`src/rtl/tts_pkg.sv`:
```
// Shared types and constants of the task timing statistics unit.
package tts_pkg;

    localparam int TIME_BITS   = 48;
    localparam int NUM_TASKS   = 5;
    localparam int TASK_BITS   = 3;
    localparam int DL_BITS     = 24;
    localparam int CNT_BITS    = 32;
    localparam int SUM_BITS    = 64;
    localparam int QUEUE_DEPTH = 2;
    localparam int QPTR_BITS   = (QUEUE_DEPTH > 1) ? $clog2(QUEUE_DEPTH) : 1;
    localparam int QCNT_BITS   = $clog2(QUEUE_DEPTH + 1);

    // Deadline reset values, task 4 in the top slice.
    localparam logic [NUM_TASKS-1:0][DL_BITS-1:0] DEADLINE_RESET = {
        24'd5000, 24'd5000, 24'd10000, 24'd10000, 24'd5000
    };

    // Classified word handed from the front end to the update stage.
    typedef struct packed {
        logic [TASK_BITS-1:0]        task_id;
        logic [TIME_BITS-1:0]        latency;
        logic signed [TIME_BITS:0]   exec_time;
        logic signed [TIME_BITS:0]   total_time;
        logic                        missed;
        logic                        log_req;
    } t_work;

    typedef struct packed {
        logic [CNT_BITS-1:0]         run_count;
        logic [CNT_BITS-1:0]         miss_count;
        logic [SUM_BITS-1:0]         latency_sum;
        logic [TIME_BITS-1:0]        min_latency;
        logic [TIME_BITS-1:0]        max_latency;
        logic [TIME_BITS-1:0]        peak_exec;
        logic [TIME_BITS-1:0]        peak_total;
        logic signed [SUM_BITS-1:0]  busy_sum;
    } t_stats;

    typedef struct packed {
        t_stats                      stats;
        logic                        missed;
        logic                        log_req;
    } t_result;

    localparam t_stats STATS_RESET = '{
        run_count:   '0,
        miss_count:  '0,
        latency_sum: '0,
        min_latency: '1,
        max_latency: '0,
        peak_exec:   '0,
        peak_total:  '0,
        busy_sum:    '0
    };

endpackage

```
`src/rtl/tts_back.sv`:
```
// Update stage: per-task statistics entries and the output register.
module tts_back (
    input  logic             i_clk,
    input  logic             i_rst_n,
    input  logic             i_valid,
    input  tts_pkg::t_work   i_work,
    output logic             o_pop,
    output logic             o_out_valid,
    input  logic             i_out_stall,
    output tts_pkg::t_result o_result
);
    import tts_pkg::*;

    t_stats  r_stats [NUM_TASKS];
    t_result r_result;
    logic    r_out_valid;
    logic    n_out_valid;
    t_stats  w_cur;
    t_stats  w_upd;
    logic    w_take;

    assign w_take      = i_valid && (!r_out_valid || !i_out_stall);
    assign o_pop       = w_take;
    assign o_out_valid = r_out_valid;
    assign o_result    = r_result;

    always_comb begin
        w_cur = r_stats[i_work.task_id];
        w_upd = w_cur;
        w_upd.run_count   = w_cur.run_count + 1'b1;
        w_upd.miss_count  = w_cur.miss_count + CNT_BITS'(i_work.missed);
        w_upd.latency_sum = w_cur.latency_sum +
                            {{(SUM_BITS - TIME_BITS){1'b0}}, i_work.latency};
        if (i_work.latency < w_cur.min_latency) begin
            w_upd.min_latency = i_work.latency;
        end
        if (i_work.latency > w_cur.max_latency) begin
            w_upd.max_latency = i_work.latency;
        end
        // negative times never raise the maxima
        if (!i_work.exec_time[TIME_BITS] &&
            (i_work.exec_time[TIME_BITS-1:0] > w_cur.peak_exec)) begin
            w_upd.peak_exec = i_work.exec_time[TIME_BITS-1:0];
        end
        if (!i_work.total_time[TIME_BITS] &&
            (i_work.total_time[TIME_BITS-1:0] > w_cur.peak_total)) begin
            w_upd.peak_total = i_work.total_time[TIME_BITS-1:0];
        end
        w_upd.busy_sum = w_cur.busy_sum +
            $signed({{(SUM_BITS - TIME_BITS - 1){i_work.exec_time[TIME_BITS]}},
                     i_work.exec_time});
    end

    always_comb begin
        n_out_valid = r_out_valid;
        if (w_take) begin
            n_out_valid = 1'b1;
        end else if (!i_out_stall) begin
            n_out_valid = 1'b0;
        end
    end

    always_ff @(posedge i_clk) begin
        if (!i_rst_n) begin
            r_out_valid <= 1'b0;
            for (int k = 0; k < NUM_TASKS; k++) begin
                r_stats[k] <= STATS_RESET;
            end
        end else begin
            r_out_valid <= n_out_valid;
            if (w_take) begin
                r_stats[i_work.task_id] <= w_upd;
            end
        end
    end

    always_ff @(posedge i_clk) begin
        if (w_take) begin
            r_result.stats   <= w_upd;
            r_result.missed  <= i_work.missed;
            r_result.log_req <= i_work.log_req;
        end
    end

`ifndef SYNTH
    a_take_shows: assert property (@(posedge i_clk) disable iff (!i_rst_n)
        w_take |=> r_out_valid)
        else $error("taken word not presented");
    a_count_step: assert property (@(posedge i_clk) disable iff (!i_rst_n)
        w_take |=> r_result.stats.run_count == $past(w_cur.run_count) + 1'b1)
        else $error("run count did not advance by one");
    a_min_le_max: assert property (@(posedge i_clk) disable iff (!i_rst_n)
        w_take |=> r_result.stats.min_latency <= r_result.stats.max_latency)
        else $error("latency minimum above maximum");
`endif

endmodule

```
`config.mk`:
```
export PLATFORM = sky130hd
export DESIGN_NAME = tts_back
export DESIGN_NICKNAME = d
export VERILOG_FILES = /design/src/rtl/tts_pkg.sv /design/src/rtl/tts_back.sv
export SDC_FILE = /design/constraint.sdc
export NUM_CORES = 2
export LEC_CHECK = 0
export ABC_AREA = 1
export BUFFER_PORTS_ARGS = -buffer_cell sky130_fd_sc_hd__buf_4
export CELL_PAD_IN_SITES_DETAIL_PLACEMENT = 1
export CELL_PAD_IN_SITES_GLOBAL_PLACEMENT = 1
export CORE_UTILIZATION = 47
export DETAILED_ROUTE_END_ITERATION = 7
export HOLD_SLACK_MARGIN = 0.12
export PLACE_DENSITY = 0.8
export SYNTH_ARGS = -nofsm -noshare
export SYNTH_HDL_FRONTEND = slang
export SYNTH_SLANG_ARGS = --single-unit
export TNS_END_PERCENT = 50
```
`constraint.sdc`:
```
create_clock -name i_clk -period 27.2 [get_ports i_clk]
set_input_delay 1.36 -clock i_clk [delete_from_list [all_inputs] [get_ports i_clk]]
set_output_delay 1.36 -clock i_clk [all_outputs]
set_load 0.05 [all_outputs]
```
==> results.sh <==
export IMPL_status="finished clean"
export IMPL_ys_ff_latch=3459
export IMPL_rows=206
export IMPL_powerDensity_nw_per_um2=79.0
export IMPL_cts_made_buffers=366
export IMPL_synth_warnings=0
export IMPL_start_util_pct=47.3
export IMPL_grtUsageTotal_pct=34.1
export IMPL_synth_edf_count=3458
export IMPL_async_flop_share_pct=0
export IMPL_min_path_cells=2
export IMPL_synth_ff_type="edfxtp_1"
export IMPL_area_delta_synth_final_pct=13.5
export IMPL_grt_pass1_vias=115821
export IMPL_hold_slack_ns=0.541
export IMPL_worstMarginPinSlew_ns=1.29
export IMPL_htreeDepth=5
export IMPL_place_port_buffers=542
export IMPL_die_area_sq_um=320000
export IMPL_synthTopCellsByArea="edfxtp_1 (70%), nand2_1 (5.7%), nor2_1 (4.9%)"
export IMPL_slew_limit_headroom_pct=13.3
export IMPL_routedWlPerCell_microns=32.0
export IMPL_endpoint_kind="register"
export IMPL_globalRouteMet3Util_pct=8.02
export IMPL_busiest_layer="met2"
export IMPL_worstPathArrival_ns=9.72
export IMPL_max_clock_path_buffers=4
export IMPL_synthCells=12459
export IMPL_core_sq_um=315000
export IMPL_synth_top_area_share_pct=69.5
export IMPL_avgSynthCellArea_sq_um=12.0
export IMPL_vias_per_cell=6.35
export IMPL_die_x_microns=566
export IMPL_r2r_worst_path_cells=12
export IMPL_final_setup_worst_slack_ns=18.15
export IMPL_fp_dieH_microns=566
export IMPL_hold_path_class="reg2reg"
export IMPL_postRouteAntennaNets=0
export IMPL_yosys_cell_types_count=59
export IMPL_maxCapViolations=0
export IMPL_crit_type="in2reg"
export IMPL_postCtsSetupBuffers=0
export IMPL_grt_pass1_wl_mm=792
export IMPL_seq_area_sq_um=104000
export IMPL_hpwl_mm=331
export IMPL_yosysSeqAreaShare_pct=69.6
export IMPL_cts_resized=0
export IMPL_slew_violations=0
export IMPL_first_pass_iters=6
export IMPL_grt_antenna_before_repair=64
export IMPL_fmax_mhz=111
export IMPL_synth_most_common_cell="edfxtp_1"
export IMPL_cts_sinks=3459
export IMPL_root_buffer="clkbuf_16"
export IMPL_fin_setup_tns_ns=0
export IMPL_synth_common_cells="edfxtp_1 (3458), nand2_1 (2272), nor2_1 (1943)"
export IMPL_start_kind="input port"
export IMPL_clk_pin_slew_ns=0.06
export IMPL_grt_overflow=0
export IMPL_cts_tree="done"
export IMPL_final_nets=13402
export IMPL_clock_latency_ns=0.98
export IMPL_finalCritPeriodShare_pct=33.3
export IMPL_preCtsSetupSlack_ns=17.44
export IMPL_syn_num_nets=12921
export IMPL_fin_skew_ns=0.0543
export IMPL_min_period_ns=9.05
export IMPL_setup_viol=0
export IMPL_multi_input_area_sq_um=39500
export IMPL_grt_max_degree=134
export IMPL_required_ns=27.88
export IMPL_final_hold_viol_count=0
export IMPL_grt_use_met1_pct=43.1
export IMPL_drt_iter0_markers=13687
export IMPL_totalWireLength_mm=558
export IMPL_drive_above_1_share_pct=9.96
export IMPL_finalWeightedCongestion=0.930
export IMPL_power_leakage_nw=62.2
export IMPL_grt_use_met2_pct=54.2
export IMPL_holdBufCountCts=0
export IMPL_fill_cells=32156
export IMPL_rsz0062_at_grt="false"
export IMPL_drc_errors=0
export IMPL_syn_cell_area_sq_um=149000
export IMPL_num_vias=110781
export IMPL_ios=543
export IMPL_vdd_ir_drop_max_v=0.0000623
export IMPL_synth_area_leader_cell="edfxtp_1"
export IMPL_worstPathMaxFanout=48
[per-layer routing]
metal	vias to the layer above	wire length [microns]
li1	45685	-
met5	-	388
met1	56267	205000
met2	7225	257000
met3	1548	61900
met4	56	34000
[flip-flops by register name, indices dropped and copies added (netlist names)]
register     cells
o_out_valid      1
r_stats       3072
o_result       386
[metrics by stage]
step           utilization, %  std cells  instance area [sq um]  power, mW
2_1_floorplan               -      12459                 149000       7.66
3_3_place_gp             50.0      16732                 158000       8.33
3_5_place_dp             50.0      16732                 158000       8.42
4_1_cts                  53.7      17400                 169000       13.4
5_1_grt                  53.7      17405                 169000       13.7
6_report                 53.7      17445                 170000       13.4
[cells by family after synthesis]
logic type | Yosys count | synth area share, %
adders and majority gates | 307 | 2.58
AOI/OAI and AO/OA | 1790 | 8.32
buffers and inverters | 1542 | 4.10
xor gates and xnor gates | 127 | 0.755
DFF | 3459 | 69.6
and+or+nand+nor | 5234 | 14.7
[critical path: stages]
cell,delay [ns]
buf_4,0.36
inv_2,0.37
nor2_4,0.47
buf_4,0.56
buf_4,0.75
buf_4,0.79
buf_4,0.66
a22o_1,0.25
a221oi_1,0.05
nand4_1,0.14
inv_1,0.07
ha_1,0.27
nand2_1,0.09
nor2_1,0.13
nand2_1,0.07
nor4_1,0.76
nand3_1,0.29
o31ai_1,0.33
inv_1,0.12
nand2_1,0.65
buf_4,0.55
nand2_1,0.13
nand2_1,0.21
inv_1,0.16
[where the power goes]
group          switching [mW]  internal [mW]
clock                    2.18           2.83
combinational            1.57          0.426
sequential              0.134           6.25
[cell type report]
class	instances	area share (%)
flip-flops and latches	3459	61.3
multi-input cells	7458	23.3
clock buffers	440	5.71
repair buffers	718	3.28
well taps	4160	3.07
inverters	937	2.11
clock inverters	228	1.20
diodes	45	0.0664
[path summary, 6_finish.rpt]
path,startpoint,end,slack [ns]
worst max-delay path,i_work[148],r_stats[5][64],18.15
worst min-delay path,o_out_valid,o_out_valid,0.54
worst max register to register,o_out_valid,r_stats[2][38],20.08
worst min register to register,o_out_valid,o_out_valid,0.54
[cells in the final DEF, fill, tap and decap left out, types with 11 or more instances in the layout]
cell type / count
o21bai_1: 15
nor2_4: 13
xor2_1: 56
inv_1: 919
nor2_1: 1934
o211ai_1: 22
a211oi_1: 35
a21o_1: 12
clkbuf_16: 377
buf_12: 13
nand3b_1: 177
o2111ai_1: 11
buf_4: 705
nand2_1: 2261
nor4_1: 16
clkinv_1: 76
clkinv_2: 88
clkbuf_1: 63
ha_1: 305
a31oi_1: 18
edfxtp_1: 3458
and2_1: 11
xnor2_1: 69
a21oi_1: 515
o21ai_0: 191
nand4_1: 347
diode_2: 45
a22o_1: 307
a221oi_1: 295
a22oi_1: 325
bufinv_16: 31
nand3_1: 390
nor3_1: 33
(Power assumes the default switching activity.)
