--- config.mk ---
export PLATFORM = sky130hd
export DESIGN_NAME = tts_front
export DESIGN_NICKNAME = d
export VERILOG_FILES = /design/src/rtl/tts_pkg.sv /design/src/rtl/tts_front.sv
export SDC_FILE = /design/constraint.sdc
export NUM_CORES = 1
export LEC_CHECK = 0
export ABC_AREA = 1
export BUFFER_PORTS_ARGS = -buffer_cell sky130_fd_sc_hd__buf_4
export CAP_MARGIN = 40
export CORE_MARGIN = 2
export CORE_UTILIZATION = 35
export DETAILED_ROUTE_END_ITERATION = 12
export RECOVER_POWER = 25
export SLEW_MARGIN = 30
export SYNTH_ARGS = -nofsm -noshare
export SYNTH_HDL_FRONTEND = slang
export SYNTH_SLANG_ARGS = --single-unit
--- constraint.sdc ---
create_clock -name i_clk -period 2.81 [get_ports i_clk]
set_input_delay 0.1405 -clock i_clk [delete_from_list [all_inputs] [get_ports i_clk]]
set_output_delay 0.1405 -clock i_clk [all_outputs]
set_load 0.005 [all_outputs]
--- src/rtl/tts_pkg.sv ---
// Shared types and constants of the task timing statistics unit.
package tts_pkg;

    localparam int TIME_BITS   = 48;
    localparam int NUM_TASKS   = 5;
    localparam int TASK_BITS   = 3;
    localparam int DL_BITS     = 24;
    localparam int CNT_BITS    = 32;
    localparam int SUM_BITS    = 64;
    localparam int QUEUE_DEPTH = 2;
    localparam int QPTR_BITS   = (QUEUE_DEPTH > 1) ? $clog2(QUEUE_DEPTH) : 1;
    localparam int QCNT_BITS   = $clog2(QUEUE_DEPTH + 1);

    // Deadline reset values, task 4 in the top slice.
    localparam logic [NUM_TASKS-1:0][DL_BITS-1:0] DEADLINE_RESET = {
        24'd5000, 24'd5000, 24'd10000, 24'd10000, 24'd5000
    };

    // Classified word handed from the front end to the update stage.
    typedef struct packed {
        logic [TASK_BITS-1:0]        task_id;
        logic [TIME_BITS-1:0]        latency;
        logic signed [TIME_BITS:0]   exec_time;
        logic signed [TIME_BITS:0]   total_time;
        logic                        missed;
        logic                        log_req;
    } t_work;

    typedef struct packed {
        logic [CNT_BITS-1:0]         run_count;
        logic [CNT_BITS-1:0]         miss_count;
        logic [SUM_BITS-1:0]         latency_sum;
        logic [TIME_BITS-1:0]        min_latency;
        logic [TIME_BITS-1:0]        max_latency;
        logic [TIME_BITS-1:0]        peak_exec;
        logic [TIME_BITS-1:0]        peak_total;
        logic signed [SUM_BITS-1:0]  busy_sum;
    } t_stats;

    typedef struct packed {
        t_stats                      stats;
        logic                        missed;
        logic                        log_req;
    } t_result;

    localparam t_stats STATS_RESET = '{
        run_count:   '0,
        miss_count:  '0,
        latency_sum: '0,
        min_latency: '1,
        max_latency: '0,
        peak_exec:   '0,
        peak_total:  '0,
        busy_sum:    '0
    };

endpackage

--- src/rtl/tts_front.sv ---
// Front end: deadline registers, timestamp differences and miss classification.
module tts_front (
    input  logic                         i_clk,
    input  logic                         i_rst_n,
    input  logic                         i_in_valid,
    output logic                         o_in_stall,
    input  logic [tts_pkg::TASK_BITS-1:0] i_task_id,
    input  logic [tts_pkg::TIME_BITS-1:0] i_event_time,
    input  logic [tts_pkg::TIME_BITS-1:0] i_start_time,
    input  logic [tts_pkg::TIME_BITS-1:0] i_end_time,
    input  logic                         i_always_log,
    input  logic                         i_cfg_valid,
    output logic                         o_cfg_ready,
    input  logic [tts_pkg::TASK_BITS-1:0] i_cfg_index,
    input  logic [tts_pkg::DL_BITS-1:0]   i_cfg_data,
    input  logic                         i_full,
    output logic                         o_push,
    output tts_pkg::t_work               o_work
);
    import tts_pkg::*;

    logic [DL_BITS-1:0]        r_deadline [NUM_TASKS];
    logic                      w_task_ok;
    logic [DL_BITS-1:0]        w_deadline;
    logic signed [TIME_BITS:0] w_lat_diff;
    logic signed [TIME_BITS:0] w_exec;
    logic signed [TIME_BITS:0] w_total;

    assign o_cfg_ready = 1'b1;
    assign o_in_stall  = i_full;
    assign w_task_ok   = i_task_id < TASK_BITS'(NUM_TASKS);
    // drop words for tasks that do not exist
    assign o_push      = i_in_valid && !i_full && w_task_ok;

    always_ff @(posedge i_clk) begin
        if (!i_rst_n) begin
            for (int k = 0; k < NUM_TASKS; k++) begin
                r_deadline[k] <= DEADLINE_RESET[k];
            end
        end else if (i_cfg_valid && (i_cfg_index < TASK_BITS'(NUM_TASKS))) begin
            r_deadline[i_cfg_index] <= i_cfg_data;
        end
    end

    always_comb begin
        w_deadline = w_task_ok ? r_deadline[i_task_id] : '0;
        w_lat_diff = $signed({1'b0, i_start_time}) - $signed({1'b0, i_event_time});
        w_exec     = $signed({1'b0, i_end_time}) - $signed({1'b0, i_start_time});
        w_total    = $signed({1'b0, i_end_time}) - $signed({1'b0, i_event_time});

        o_work.task_id    = i_task_id;
        // clamp at zero when start precedes release
        o_work.latency    = w_lat_diff[TIME_BITS] ? '0 : w_lat_diff[TIME_BITS-1:0];
        o_work.exec_time  = w_exec;
        o_work.total_time = w_total;
        o_work.missed     = !w_total[TIME_BITS] &&
                            (w_total[TIME_BITS-1:0] > TIME_BITS'(w_deadline));
        o_work.log_req    = i_always_log || o_work.missed;
    end

endmodule

==> results of run 1 <==
## power by group through the flow
stage	Combinational (mW)	Clock [mW]	Sequential (mW)
after floorplan	2.43	0	2.13
after global placement	4.81	0	2.14
after detailed placement	4.83	0	2.14
after CTS	5.08	2.27	2.11
after global routing	5.80	2.34	2.12
final	5.37	2.26	2.11
## synthesized netlist by cell type, drive strengths merged (2+ instances only)
library cell,number
nand2,706
inv,536
nor2,368
a21oi,232
ha,168
edfxtp,120
o21ai,106
nand3,76
xor2,68
xnor2,32
clkbuf,28
a221oi,24
nand4,24
a31o,23
a31oi,22
nor3,19
a21o,17
buf,14
o21a,14
o21bai,11
a21boi,9
nor4,9
or2,8
nand3b,7
o211ai,5
fa,3
a211oi,2
a311oi,2
and3,2
## area by class of cell
cell class                 instances  share of cell area (%)
sequential                       120                   15.11
timing repair buffer             650                   20.71
inverter                         536                   8.576
antenna                            3                 0.03147
multi-input combinational       1962                   49.83
tap                              607                   3.184
clock buffer                      19                   1.815
clock inverter                    13                  0.7501
## layer usage
| layer | vias to the layer above | track usage (%) |
|---|---|---|
| li1 | 9771 | - |
| met1 | 9458 | 37.44 |
| met2 | 755 | 52.41 |
| met3 | 112 | 2.491 |
| met4 | 0 | 8.304 |
| met5 | - | 0 |
## how the worst max path moves through the flow
stage	startpoint	to
floorplan	i_end_time[0]	o_work[0]
global placement	i_event_time[7]	o_work[0]
detailed placement	i_event_time[7]	o_work[0]
CTS	i_event_time[13]	o_work[0]
global route	i_event_time[8]	o_work[0]
finish	i_event_time[4]	o_work[0]
## worst max-delay path: stages
cell and delay, ns:
buf_6 0.08, clkinvlp_4 0.13, ha_4 0.35, nand2_4 0.08, nor2_2 0.14, nand3_1 0.14
nand3_4 0.16, a31oi_4 0.11, xnor2_2 0.15, ha_1 0.30, nand2_1 0.06, inv_2 0.07
nand3_2 0.08, nor2_4 0.13, nand2_2 0.07, or2_4 0.26, nand2_4 0.07, nand2_2 0.05
nor2_2 0.08, nand3_2 0.10, nor2_1 0.10, nand3_1 0.07, nand2_1 0.08, nand2_1 0.05
buf_4 0.13
## through the flow
stage	util [%]	instances	hold WS, ns
after floorplan	-	2660	0.3142
after global placement	46.84	3834	0.4583
after detailed placement	46.84	3834	0.4588
after CTS	49.75	3893	0.03966
after global routing	51.02	3910	0.06002
final	51.02	3910	0.04949
## kinds of logic (layout without fill, tap and decap cells)
kind of cell,after synthesis,count (layout),share of synthesized area [%]
compound gates,469,469,16.71
xor+xnor,100,100,5.313
fa+ha+maj,171,171,13.01
buf+inv,578,1218,13.42
flops,120,120,21.68
other cells,1,4,0.02256
simple gates,1221,1221,29.86
## what timing repair did
item                                    CTS  global route
buffers inserted                         27            13
gates resized for setup                 131           107
cloned                                    0             1
endpoints found under the setup margin    4            38
pin swaps                                54            43
==> impl_metrics.toml, run 1 <==
[outcome]
status = "finished, violations left"
failed_checks = "negative setup slack"

[power]
comb_power_share_pct = 55.2
total_leakage_power_nw = 12.33
p_total_mw = 9.736
switchingPower_mw = 3.807
p_seq_share_pct = 21.7
powerDensity_nw_per_um2 = 408.2
peakVddDrop_v = 0.0004931
internal_power_mw = 5.929
pwr-share-clk_pct = 23.2
sw_frac_of_total_pct = 39.10

[global_route]
antenna_found_initial = 3
grt_max_degree = 46
grt_pass1_wl_mm = 112.2
grt-ovfl-total = 0
gr-usage-all-layers_pct = 29.25
grt_pass1_vias = 20000

[route]
drtIter0Drc = 1687
met2_length_mm = 36.95
wl_per_cell_um = 19.20
met1Wirelength_mm = 31.74
firstDrtPassIters = 5
vias_per_cell = 5.140
totalWireLength_mm = 75.07
wl_met3_mm = 4.088
drc = 0
top_layer_used = "met4"
dr_total_vias = 20100
ant_nets = 0

[finish]
nNetsFinal = 3638
nFillCells = 4694
regArea_um2 = 3603
area_growth_pct = 43.49
top_regs = "r_deadline: 120 flops"
final_common_cell = "nand2_1"
multi_input_area_um2 = 11890
largest_reg_flops = 120
drive_above_1_share_pct = 28.97
stdcell_area_um2 = 23850
final_cell_mix = "nand2_1 (633), buf_4 (627), inv_1 (482)"
regMostFlops = "r_deadline"

[sta]
setup_viol = 2
period_share_pct = 118.0
rsz0062_at_grt = "yes"
fmax_mhz = 301.7
slew_viol_final = 0
tns_ns = -1.003
relSlewSlack_pct = 13.59
fin_crit_ns = 3.315
hold_viol = 0
setup_ws_ns = -0.5049
tightest_slew_ns = 1.296

[hold_path]
hp-start = "i_cfg_data[8]"
hold_path_depth = 3
hp-class = "in -> reg"
hold_end = "r_deadline[0][8]"

[logic_synthesis]
synth_edf_count = 120
synthArstFlopShare_pct = 0
synth_cell_types = 55
yosysTopAreaCell = "edfxtp_1"
synth_area_per_cell_um2 = 6.250
synth.ff_latch_count = 120
ys.flop_type = "edfxtp_1"
synth_seq_area_share_pct = 21.68
synth_top_area_share_pct = 21.68
syn-cell-area_um2 = 16620
synthCells = 2660
synthTopCellsByArea = "edfxtp_1 (22%), nand2_1 (15%), ha_1 (13%)"
synth_nets = 3011
ys_warn_count = 0

[floorplanning]
die-area_um2 = 49260
io_pins = 334
die_y_um = 221.9
rows = 79
die_w_um = 221.9
start_util_pct = 35.56
design.core.area_um2 = 46750

[worst_setup_path]
crit_path_max_fanout = 4
critPathRequiredTime_ns = 2.67
cp-start-kind = "primary input"
end_kind = "output pin"
arrival_ns = 3.17
crit_type = "in -> out"

[place]
portBuffers = 332
postPlaceCellArea_um2 = 21900
post-place-ws_ns = -0.7595
dp.final_hpwl_mm = 62.59
gp_congestion = 1.015

[cts]
ctsLongestPathBuffers = 2
cts_root_buf = "clkbuf_16"
clk_pin_slew_ns = 0.06
cts_tree = "built"
cts.sinks = 120
cts_buffers = 17
cts_hold_buf = 0
h-tree-depth = 4

[job]
drv_cap = 0
Power figures use the tool's default switching activity.
==> run 2: changes to the inputs <==
--- a/config.mk
+++ b/config.mk
@@ -12,6 +12,7 @@
 export CORE_UTILIZATION = 35
 export DETAILED_ROUTE_END_ITERATION = 12
 export RECOVER_POWER = 25
+export REMOVE_ABC_BUFFERS = 1
 export SLEW_MARGIN = 30
 export SYNTH_ARGS = -nofsm -noshare
 export SYNTH_HDL_FRONTEND = slang
==> run 2 against run 1 <==
The flow still finishes with violations (negative setup slack); count of clock-buffer cells in the layout down 2; flip-flop and latch count stayed put; wire length grew 1.2%.
==> impl_metrics.toml, run 2 (synthesis gave the netlist of run 1 again) <==
[cts]
cts_buffers = 17
cts_hold_buf = 0
cts.sinks = 120
cts_root_buf = "clkbuf_16"
ctsLongestPathBuffers = 2
clk_pin_slew_ns = 0.06
cts_tree = "built"
h-tree-depth = 4

[worst_setup_path]
end_kind = "output pin"
cpPeakStageDelay_ns = 0.33
critPathRequiredTime_ns = 2.67
path_buf_inv = 6
slowest_stage = "ha_4"
crit_type = "in -> out"
arrival_ns = 3.18
crit_path_max_fanout = 4
cp_common_cell = "nand2_2"
cp-start-kind = "primary input"
path_delay_family = "simple AND/OR/NAND/NOR gates"

[finish]
largest_reg_flops = 120
stdcell_area_um2 = 24150
final_cell_mix = "buf_4 (647), nand2_1 (631), inv_1 (476)"
area_growth_pct = 45.28
stdcell_count = 3934
nFillCells = 4711
top_regs = "r_deadline: 120 flops"
regMostFlops = "r_deadline"
diodes = 0
drive_above_1_share_pct = 30.15
final_common_cell = "buf_4"
nNetsFinal = 3665

[sta]
slew_viol_final = 0
rsz0062_at_grt = "yes"
period_share_pct = 118.2
fin_crit_ns = 3.322
relSlewSlack_pct = 9.884
fmax_mhz = 301.1
setup_viol = 2
tightest_slew_ns = 1.352
hold_viol = 0
holdWs_ns = 0.04340
setup_ws_ns = -0.5117

[floorplanning]
rows = 79
design.core.area_um2 = 46750
start_util_pct = 35.56
io_pins = 334
die_w_um = 221.9
die_y_um = 221.9
die-area_um2 = 49260

[power]
powerDensity_nw_per_um2 = 401.9
peakVddDrop_v = 0.0006095
total_leakage_power_nw = 12.44
p_total_mw = 9.707

[outcome]
status = "finished, violations left"
failed_checks = "negative setup slack"

[place]
portBuffers = 332
post-place-ws_ns = -0.8028
dp.final_hpwl_mm = 64.31
dpl.cell_count = 3873
gp_congestion = 0.9866
postPlaceCellArea_um2 = 22160

[route]
ant_nets = 0
wl_per_cell_um = 19.31
firstDrtPassIters = 5
drc = 0
dr_total_vias = 20050
vias_per_cell = 5.096
drtIter0Drc = 1312
totalWireLength_mm = 75.96

[global_route]
antenna_found_initial = 1
grt-ovfl-total = 0
gr-usage-all-layers_pct = 29.69
grt_max_degree = 25
grt_pass1_vias = 19730
grt_pass1_wl_mm = 113.2

[hold_path]
hp-class = "in -> reg"

[job]
drv_cap = 0
-- run 2: cell types whose count changed in the layout (fill, tap and decap cells not counted), sizes merged --
cell,delta
diode,-3
clkinv,-3
clkinvlp,-4
buf,+29
bufinv,-4
inv,+13
clkbuf,-4
-- run 2: final cells by class --
class / count / area (um2) / area share, %
clock inverters: 15 / 148.9 / 0.6165
flip-flops and latches: 120 / 3603 / 14.92
multi-input cells: 1962 / 11960 / 49.53
inverters: 536 / 2037 / 8.434
clock buffers: 17 / 425.4 / 1.761
well taps: 607 / 759.5 / 3.145
repair buffers: 677 / 5215 / 21.59
-- run 2: where the power goes --
part / switching, mW / internal, mW / leakage [nW]
combinational: 3.03 / 2.48 / 11.0
sequential: 0.0294 / 2.08 / 1.16
clock: 0.914 / 1.18 / 0.278
-- run 2: worst min-delay path: stages --
cell	delay, ns
buf_4	0.07
inv_1	0.07
nand2_1	0.07
-- run 2: final timing paths --
kind	start	end	slack, ns	depth (start not counted)
max	i_event_time[15]	o_work[0]	-0.51	26
min	i_cfg_data[13]	r_deadline[1][13]	0.04	3
-- run 2: timing repair --
item                                    4_1_cts  5_1_grt
pin swaps                                    59       55
hold endpoints to repair                      0        0
endpoints found under the setup margin        4       48
resized for setup                           142      127
setup buffers                                15       14
-- run 2: routing by layer --
metal  up-vias  GRT usage [%]  share of wire [%]
met5         -              0                  0
met4         0          9.525                3.3
met3       117          3.061                5.7
met2       725          52.54                 48
met1      9382          37.80                 43
li1       9824              -                  -
-- run 2: through the flow --
stage          util (%)  TNS (ns)
2_1_floorplan         -   -0.2364
3_3_place_gp      47.39    -1.602
3_5_place_dp      47.39    -1.614
4_1_cts           50.34   -0.9863
5_1_grt           51.66    -1.388
6_report          51.66   -0.9983
