<file path="src/rtl/tts_pkg.sv">
// Shared types and constants of the task timing statistics unit.
package tts_pkg;

    localparam int TIME_BITS   = 48;
    localparam int NUM_TASKS   = 5;
    localparam int TASK_BITS   = 3;
    localparam int DL_BITS     = 24;
    localparam int CNT_BITS    = 32;
    localparam int SUM_BITS    = 64;
    localparam int QUEUE_DEPTH = 2;
    localparam int QPTR_BITS   = (QUEUE_DEPTH > 1) ? $clog2(QUEUE_DEPTH) : 1;
    localparam int QCNT_BITS   = $clog2(QUEUE_DEPTH + 1);

    // Deadline reset values, task 4 in the top slice.
    localparam logic [NUM_TASKS-1:0][DL_BITS-1:0] DEADLINE_RESET = {
        24'd5000, 24'd5000, 24'd10000, 24'd10000, 24'd5000
    };

    // Classified word handed from the front end to the update stage.
    typedef struct packed {
        logic [TASK_BITS-1:0]        task_id;
        logic [TIME_BITS-1:0]        latency;
        logic signed [TIME_BITS:0]   exec_time;
        logic signed [TIME_BITS:0]   total_time;
        logic                        missed;
        logic                        log_req;
    } t_work;

    typedef struct packed {
        logic [CNT_BITS-1:0]         run_count;
        logic [CNT_BITS-1:0]         miss_count;
        logic [SUM_BITS-1:0]         latency_sum;
        logic [TIME_BITS-1:0]        min_latency;
        logic [TIME_BITS-1:0]        max_latency;
        logic [TIME_BITS-1:0]        peak_exec;
        logic [TIME_BITS-1:0]        peak_total;
        logic signed [SUM_BITS-1:0]  busy_sum;
    } t_stats;

    typedef struct packed {
        t_stats                      stats;
        logic                        missed;
        logic                        log_req;
    } t_result;

    localparam t_stats STATS_RESET = '{
        run_count:   '0,
        miss_count:  '0,
        latency_sum: '0,
        min_latency: '1,
        max_latency: '0,
        peak_exec:   '0,
        peak_total:  '0,
        busy_sum:    '0
    };

endpackage

</file>
<file path="src/rtl/tts_queue.sv">
// Short queue of classified words between front end and update stage.
module tts_queue (
    input  logic           i_clk,
    input  logic           i_rst_n,
    input  logic           i_push,
    input  tts_pkg::t_work i_data,
    output logic           o_full,
    output logic           o_valid,
    input  logic           i_pop,
    output tts_pkg::t_work o_data
);
    import tts_pkg::*;

    t_work                r_mem [QUEUE_DEPTH];
    logic [QPTR_BITS-1:0] r_wr_ptr;
    logic [QPTR_BITS-1:0] n_wr_ptr;
    logic [QPTR_BITS-1:0] r_rd_ptr;
    logic [QPTR_BITS-1:0] n_rd_ptr;
    logic [QCNT_BITS-1:0] r_count;
    logic [QCNT_BITS-1:0] n_count;

    assign o_full  = r_count == QCNT_BITS'(QUEUE_DEPTH);
    assign o_valid = r_count != '0;
    assign o_data  = r_mem[r_rd_ptr];

    always_comb begin
        n_wr_ptr = r_wr_ptr;
        n_rd_ptr = r_rd_ptr;
        n_count  = r_count;
        if (i_push) begin
            n_wr_ptr = (r_wr_ptr == QPTR_BITS'(QUEUE_DEPTH - 1)) ? '0 : r_wr_ptr + 1'b1;
        end
        if (i_pop) begin
            n_rd_ptr = (r_rd_ptr == QPTR_BITS'(QUEUE_DEPTH - 1)) ? '0 : r_rd_ptr + 1'b1;
        end
        if (i_push && !i_pop) begin
            n_count = r_count + 1'b1;
        end else if (i_pop && !i_push) begin
            n_count = r_count - 1'b1;
        end
    end

    always_ff @(posedge i_clk) begin
        if (!i_rst_n) begin
            r_wr_ptr <= '0;
            r_rd_ptr <= '0;
            r_count  <= '0;
        end else begin
            r_wr_ptr <= n_wr_ptr;
            r_rd_ptr <= n_rd_ptr;
            r_count  <= n_count;
        end
    end

    always_ff @(posedge i_clk) begin
        if (i_push) begin
            r_mem[r_wr_ptr] <= i_data;
        end
    end

`ifndef SYNTH
    a_count_bound: assert property (@(posedge i_clk) disable iff (!i_rst_n)
        r_count <= QCNT_BITS'(QUEUE_DEPTH))
        else $error("queue count beyond depth");
    a_no_pop_empty: assert property (@(posedge i_clk) disable iff (!i_rst_n)
        i_pop |-> r_count != '0)
        else $error("pop from empty queue");
    a_no_push_full: assert property (@(posedge i_clk) disable iff (!i_rst_n)
        i_push |-> !o_full)
        else $error("push into full queue");
`endif

endmodule

</file>
<file path="config.mk">
export PLATFORM = sky130hd
export DESIGN_NAME = tts_queue
export DESIGN_NICKNAME = d
export VERILOG_FILES = /design/src/rtl/tts_pkg.sv /design/src/rtl/tts_queue.sv
export SDC_FILE = /design/constraint.sdc
export NUM_CORES = 1
export LEC_CHECK = 0
export ABC_CLOCK_PERIOD_IN_PS = 8900
export BUFFER_PORTS_ARGS = -buffer_cell sky130_fd_sc_hd__buf_2
export CAP_MARGIN = 40
export CELL_PAD_IN_SITES_DETAIL_PLACEMENT = 1
export CELL_PAD_IN_SITES_GLOBAL_PLACEMENT = 2
export CORE_MARGIN = 1.5
export CORE_UTILIZATION = 39
export DETAILED_ROUTE_END_ITERATION = 8
export PLACE_DENSITY = 0.9
export SKIP_LAST_GASP = 1
export SYNTH_ARGS = -nofsm -noshare
export SYNTH_HDL_FRONTEND = slang
export SYNTH_SLANG_ARGS = --single-unit
</file>
<file path="constraint.sdc">
create_clock -name i_clk -period 8.9 [get_ports i_clk]
set_input_delay 0.445 -clock i_clk [delete_from_list [all_inputs] [get_ports i_clk]]
set_output_delay 0.445 -clock i_clk [all_outputs]
set_load 0.05 [all_outputs]
</file>
==> out/qor.csv, run 1 <==
stage,metric,value,unit
outcome,status,finished clean,
global_routing,vias in the first global route,6313,
yosys,Adder-Cell Fraction of Synth Area,0.00109,
drt,1st-iter DRT viols,227,
yosys,Synth top area share,0.790,
yosys,Synth Area in XOR/XNOR,0.00229,
clock_network,CTS tree,yes,
setup_path,"Largest stage delay, worst path",0.72,ns
clock_network,clock sinks,307,
drt,drt first pass iters,4,
global_routing,grt met2 use,0.280,
drt,vias per cell,4.62,
yosys,Avg Inst Size Synth,23.3,um^2
setup_path,CP Cell Sequence,buf_4 > buf_16 > mux2_4 > buf_2,
yosys,post-synthesis simple-gate area fraction,0.00490,
clock_network,Clock Path Buffers,3,
clock_network,post-CTS setup buffers,0,
clock_network,clk_lat worst skew,0.54,ns
global_routing,GRT Resource Usage Total,0.152,
yosys,"Seq/Total Area, Yosys",0.799,
sta,TNS Setup,0,ns
setup_path,CP max-delay cell,dfxtp_4,
yosys,Mapped Nets,648,
power,Pwr Total,0.00353,W
power,clock network fraction of design power,0.356,
drt,Routed WL,23900,um
sta,Slew Limit Fails,0,
setup_path,Crit. End Element,primary output,
global_routing,Overflow after GRT,0,
global_routing,GRT Max-Usage Layer,met2,
power,cell area power density,243,mW/mm^2
run,max_cap viols,0,
global_routing,initial antenna violation count,5,
setup_path,WP data arrival,2.64,ns
drt,residual DRC count,0,
power,P_sw,0.000937,W
setup_path,CP Class,flip-flop to primary output,
floorplan,die height,175,um
clock_network,CTS Root Cell,clkbuf_16,
drt,wire per inst,19.3,um
power,sequential share of power,0.482,
yosys,Synth area leader,edfxtp_1,
power,Internal,0.00259,W
sta,Period minus WS final,3.08,ns
clock_network,Worst-path clk slew,0.06,ns
floorplan,Starting Density,0.398,
drt,Vias,5702,
hold_path,hold crit path type,primary input to flip-flop,
yosys,post-synthesis compound-gate area fraction,0.00174,
placement,GPL Wtd Cong,0.692,
yosys,Yosys cell types,17,
sta,RSZ-0062 raised after global routing,false,
power,Worst VDD drop,0.178,mV
sta,final hold vios,0,
global_routing,met3 Usage GRT,0.0468,
yosys,mux share of post-synthesis cell area,0.178,
global_routing,global-route wire length before repair,35800,um
sta,Least-Margin Pin Slew,0.870,ns
sta,Worst slew margin,0.420,
clock_network,Hold Buf Count CTS,0,
power,Comb power frac,0.163,
placement,placed instance area,0.0135,mm^2
setup_path,Critical Path Fanout Max,40,
placement,Buffers on Ports,307,
layout,Final Util,0.502,
global_routing,largest net degree at the start of global routing,64,
yosys,"FF+latch count, synth",307,
sta,fmax,0.324,GHz
layout,Finished Cell Area,0.0145,mm^2
floorplan,FP Rows,62,
global_routing,met1 Usage GRT,0.170,
sta,setup violators final,0,
yosys,area of the mapped netlist,0.0115,mm^2
setup_path,Startpoint Class,flip-flop,
yosys,largest family of logic cells by synthesized area,multiplexers,
floorplan,DIE WIDTH,175,um
floorplan,total core area,0.0289,mm^2
power,Switching Fraction,0.266,
placement,HPWL after detailed placement,16400,um
layout,Layout area overhead,26.3,%
floorplan,I/O pin cnt,308,
layout,share of layout cells above drive strength 1,0.610,
yosys,synth top area cells,"edfxtp_1 79%, mux2_4 12%, mux2_2 6.0%",
yosys,YS warnings,0,
sta,Setup Skew,0.0147,ns
setup_path,CP required,8.46,ns
floorplan,Die ar.,0.0305,mm^2
clock_network,CTS buffer count,31,
power,Static Leakage,5.62,nW
clock_network,H-tree Lvls,1,
sta,Final period util,0.347,
drt,Routed Antenna Nets,0,
clock_network,post-CTS resize count,0,
layout,Post-layout nets,981,
yosys,Synth Instances,492,
## flip-flops by register name, indices dropped and copies added (netlist names), named ones only
register  cells
r_count       2
r_mem       302
r_rd_ptr      1
r_wr_ptr      1
## layout make-up
| cell class | instances | area, um^2 |
|---|---|---|
| fillers | 2738 | 14400 |
| diodes | 2 | 5.00 |
| clock inverters | 21 | 176 |
| repair buffers | 317 | 1680 |
| well taps | 384 | 480 |
| multi-input cells | 167 | 2160 |
| flip-flops and latches | 307 | 9170 |
| clock buffers | 36 | 815 |
| inverters | 1 | 3.75 |
## path summary, 6_finish.rpt
check	start	to	slack [ns]	depth (start not counted)
worst min register to register	r_count[1]$_SDFFE_PN0P_	r_count[1]$_SDFFE_PN0P_	0.53	2
worst max register to register	r_wr_ptr$_SDFFE_PN0P_	r_mem[0][73]$_DFFE_PP_	6.73	2
worst min-delay path	i_data[141]	r_mem[0][141]$_DFFE_PP_	0.08	1
worst max-delay path	flip-flop	o_data[127]	5.82	4
## per-layer routing
| layer | wire [um] | part of all wire |
|---|---|---|
| met4 | 490 | 0.021 |
| met5 | 23 | 0.00096 |
| met2 | 12600 | 0.53 |
| met3 | 1760 | 0.074 |
| met1 | 9010 | 0.38 |
## kinds of logic after synthesis
| logic type | count (synthesis) |
|---|---|
| DFF | 307 |
| muxes | 151 |
| buffers and inverters | 18 |
| and+or+nand+nor | 9 |
| AOI/OAI and AO/OA | 3 |
| xor gates and xnor gates | 3 |
| adders and majority gates | 1 |
## through the flow
stage / setup slack [ns] / std cells / hold WS, ns
2_1_floorplan: 1.21 / 492 / 0.468
6_report: 5.82 / 1235 / 0.0835
4_1_cts: 5.74 / 1233 / 0.0569
5_1_grt: 5.67 / 1235 / 0.0613
3_3_place_gp: 6.13 / 1172 / 0.490
3_5_place_dp: 6.34 / 1176 / 0.519
## power by group through the flow
stage               Combinational (W)  Sequential [W]  Clock (W)
detailed placement           0.000579         0.00173          0
finish                       0.000573         0.00170    0.00125
global placement             0.000564         0.00172          0
global route                 0.000599         0.00171    0.00133
CTS                          0.000580         0.00170    0.00129
floorplan                    0.000447         0.00173          0
## synthesized netlist by cell type
cell type / n
or3_1: 1
a21boi_0: 1
o21ai_0: 1
ha_1: 1
buf_6: 11
nor2b_1: 3
xor2_1: 2
and2_1: 4
xnor2_1: 1
mux2_2: 61
mux2_4: 90
buf_2: 6
inv_1: 1
edfxtp_1: 302
dfxtp_1: 5
or2_2: 1
o21a_1: 1
## critical path, delay by kind of cell, from the launching register on
kind,cells,cell delay [ns]
mux,1,0.34
buf+inv,3,0.99
flops,1,0.72
## layout by cell type (no fill, tap or decap)
| master | instances |
|---|---|
| bufinv_16 | 3 |
| xnor2_1 | 1 |
| o21ai_0 | 1 |
| and2_4 | 1 |
| diode_2 | 2 |
| or3_1 | 1 |
| dfxtp_1 | 4 |
| buf_16 | 3 |
| ha_1 | 1 |
| and2_1 | 3 |
| dfxtp_4 | 1 |
| clkbuf_16 | 31 |
| clkinvlp_4 | 1 |
| clkbuf_8 | 2 |
| nor2b_4 | 1 |
| o21a_1 | 1 |
| a21boi_0 | 1 |
| clkbuf_1 | 3 |
| inv_1 | 1 |
| nor2b_1 | 2 |
| edfxtp_1 | 302 |
| buf_12 | 1 |
| buf_4 | 6 |
| inv_6 | 1 |
| mux2_4 | 90 |
| clkinv_1 | 8 |
| clkinv_2 | 8 |
| or2_2 | 1 |
| xor2_1 | 2 |
| buf_2 | 307 |
| mux2_2 | 61 |
Note: power is estimated with default switching activity, not from simulation.
==> run 2, diff against run 1 <==
--- a/config.mk
+++ b/config.mk
@@ -5,15 +5,16 @@
 export SDC_FILE = /design/constraint.sdc
 export NUM_CORES = 1
 export LEC_CHECK = 0
-export ABC_CLOCK_PERIOD_IN_PS = 8900
+export ABC_AREA = 1
+export ABC_CLOCK_PERIOD_IN_PS = 2600
 export BUFFER_PORTS_ARGS = -buffer_cell sky130_fd_sc_hd__buf_2
 export CAP_MARGIN = 40
 export CELL_PAD_IN_SITES_DETAIL_PLACEMENT = 1
 export CELL_PAD_IN_SITES_GLOBAL_PLACEMENT = 2
 export CORE_MARGIN = 1.5
-export CORE_UTILIZATION = 39
+export CORE_UTILIZATION = 35
 export DETAILED_ROUTE_END_ITERATION = 8
-export PLACE_DENSITY = 0.9
+export PLACE_DENSITY = 0.86
 export SKIP_LAST_GASP = 1
 export SYNTH_ARGS = -nofsm -noshare
 export SYNTH_HDL_FRONTEND = slang
==> constraint.sdc (replaced) <==
create_clock -name i_clk -period 2.6 [get_ports i_clk]
set_input_delay 0.13 -clock i_clk [delete_from_list [all_inputs] [get_ports i_clk]]
set_output_delay 0.13 -clock i_clk [all_outputs]
set_load 0.05 [all_outputs]
==> out/qor.csv, run 2 <==
stage,metric,value,unit,change
yosys,Yosys cell types,14,,-3
drt,vias per cell,4.43,,-4.0%
layout,share of layout cells above drive strength 1,0.504,,-0.106
sta,Slew Limit Fails,0,,unchanged
run,max_cap viols,0,,unchanged
floorplan,FP Rows,66,,+6.5%
floorplan,I/O pin cnt,308,,unchanged
layout,Final Util,0.500,,-0.00289
drt,drt first pass iters,4,,unchanged
yosys,mux share of post-synthesis cell area,0.177,,about the same
yosys,synth cell count leaders,"302 x edfxtp_1, 90 x mux2_4, 61 x mux2_2",,
yosys,Post-synth EDFFs,302,,unchanged
floorplan,Starting Density,0.354,,-0.0438
clock_network,post-CTS setup buffers,0,,unchanged
yosys,Adder-Cell Fraction of Synth Area,0.00109,,about the same
layout,fin cells,1465,,+19%
clock_network,H-tree Lvls,2,,+1
yosys,"FF+latch count, synth",307,,unchanged
clock_network,Worst-path clk slew,0.06,ns,about the same
yosys,"FFs w/ async S/R, synth",0,,unchanged
drt,Routed Antenna Nets,0,,unchanged
setup_path,reg2reg path depth,5,,+3
placement,placed cell count,1247,,+6.0%
yosys,"Seq/Total Area, Yosys",0.798,,about the same
sta,RSZ-0062 raised after global routing,false,,
yosys,Synth Area in XOR/XNOR,0,,-0.00229
hold_path,hold depth,3,,+2
layout,biggest regs,"r_mem (302), r_count (2)",,
drt,Routed WL,27400,um,+15%
hold_path,hold crit path type,primary input to flip-flop,,
sta,Final period util,0.849,,
floorplan,total core area,0.0325,mm^2,+12%
sta,Fin Hold WS,0.0706,ns,-0.0130 ns
yosys,post-synthesis simple-gate area fraction,0.00653,,+0.00163
global_routing,GRT Resource Usage Total,0.157,,+0.00526
global_routing,vias in the first global route,7239,,+15%
setup_path,Startpoint Class,flip-flop,,
sta,fmax,0.453,GHz,
drt,residual DRC count,0,,unchanged
sta,Period minus WS final,2.21,ns,
floorplan,DIE WIDTH,184,um,+5.5%
outcome,status,finished clean,,
clock_network,Clock Path Buffers,3,,unchanged
global_routing,initial antenna violation count,2,,-3
layout,Post-layout nets,1152,,+17%
power,Static Leakage,6.32,nW,+13%
layout,Largest Register,r_mem,,
drt,Vias,6491,,+14%
layout,"commonest cells after routing, fill and taps aside","307 x buf_2, 302 x edfxtp_1, 155 x dlygate4sd3_1",,
yosys,Synth top area share,0.789,,about the same
setup_path,WP data arrival,2.08,ns,-0.56 ns
clock_network,Hold Buf Count CTS,155,,+155
yosys,synth top area cells,"edfxtp_1 79%, mux2_4 12%, mux2_2 6.0%",,
layout,max reg flops,302,,unchanged
yosys,post-synthesis compound-gate area fraction,0.000871,,-0.000873
yosys,Mapped Nets,661,,+2.0%
sta,Setup Skew,0.0145,ns,-0.000206 ns
placement,HPWL after detailed placement,16100,um,-2.1%
layout,"most common cell after layout, fill and taps aside",buf_2,,
global_routing,largest net degree at the start of global routing,78,,+22%
sta,setup violators final,0,,unchanged
clock_network,CTS tree,yes,,
yosys,most common cell in the synthesized netlist,edfxtp_1,,
yosys,Synth area leader,edfxtp_1,,
clock_network,post-CTS resize count,0,,unchanged
clock_network,CTS Root Cell,clkbuf_16,,
power,Worst VDD drop,0.646,mV,+260%
yosys,YS warnings,0,,unchanged
drt,1st-iter DRT viols,319,,+41%
floorplan,Die ar.,0.0339,mm^2,+11%
global_routing,Overflow after GRT,0,,unchanged
sta,Worst slew margin,0.688,,+0.268
layout,multi-input logic area,0.00215,mm^2,-0.81%
yosys,area of the mapped netlist,0.0115,mm^2,about the same
setup_path,Critical Path Fanout Max,58,,+45%
setup_path,Crit. End Element,primary output,,
setup_path,CP required,2.47,ns,-5.99 ns
yosys,Synth Instances,505,,+2.6%
clock_network,clk_lat worst skew,0.49,ns,-0.05 ns
layout,fillers,3058,,+12%
yosys,largest family of logic cells by synthesized area,multiplexers,,
clock_network,CTS buffer count,34,,+9.7%
placement,GPL Wtd Cong,0.705,,+1.8%
yosys,Main synth FF type,edfxtp_1,,
layout,FF/Latch Area,0.00917,mm^2,about the same
drt,wire per inst,18.7,um,-3.3%
yosys,Avg Inst Size Synth,22.7,um^2,-2.5%
setup_path,CP Class,flip-flop to primary output,,
sta,final hold vios,0,,unchanged
global_routing,global-route wire length before repair,40700,um,+14%
floorplan,die height,184,um,+5.5%
power,cell area power density,763,mW/mm^2,+210%
layout,Layout area overhead,41.1,%,
placement,Buffers on Ports,307,,unchanged
sta,Least-Margin Pin Slew,0.468,ns,-0.402 ns
clock_network,clock sinks,307,,unchanged
-- run 2: cell type report --
type,instances,share of cell area
Antenna cell,2,0.000309
Clock buffer,49,0.0605
Clock inverter,12,0.00509
Inverter,8,0.00208
Multi-Input combinational cell,173,0.132
Sequential cell,307,0.566
Tap cell,442,0.0341
Timing Repair Buffer,472,0.200
-- run 2: per-stage QoR --
step | total power, W | cell area, um^2 | setup TNS [ns] | worst slack, ns
floorplan | 0.00723 | 11500 | -120.46 | -0.434
global placement | 0.00765 | 13600 | 0 | 0.916
detailed placement | 0.00769 | 13600 | 0 | 0.901
CTS | 0.0125 | 16200 | 0 | 0.376
global route | 0.0128 | 16200 | 0 | 0.284
finish | 0.0124 | 16200 | 0 | 0.393
-- run 2: layer usage --
metal | track usage | vias up | wire length (um)
met4 | 0.0505 | 0 | 653
li1 | - | 2978 | -
met1 | 0.178 | 3191 | 10600
met5 | 0 | - | 0
met2 | 0.285 | 268 | 14300
met3 | 0.0460 | 54 | 1880
-- run 2: kinds of logic (layout without fill, tap and decap cells) --
kind of cell	Yosys count	count (layout)
DFF	307	307
muxes	151	151
buffers and inverters	25	541
and+or+nand+nor	19	19
AOI/OAI and AO/OA	2	2
adders and majority gates	1	1
other	0	2
-- run 2: final timing paths --
path | from | end | slack [ns]
worst min-delay path | i_push | r_count[0]$_SDFFE_PN0P_ | 0.07
worst max-delay path | flip-flop | o_data[39] | 0.39
worst max register to register | r_wr_ptr$_SDFFE_PN0P_ | r_wr_ptr$_SDFFE_PN0P_ | 0.78
worst min register to register | r_rd_ptr$_SDFFE_PN0P_ | r_rd_ptr$_SDFFE_PN0P_ | 0.50
-- run 2: report_power, final --
group	internal, W	switching (W)
registers	0.00573	0.0000793
logic	0.000694	0.00128
clock network	0.00273	0.00186
total	0.00915	0.00321
-- run 2: worst max-delay path, cell delays in order (launching register included) --
cell and delay, ns:
dfxtp_4 0.53, buf_12 0.33, mux2_2 0.41, buf_2 0.21
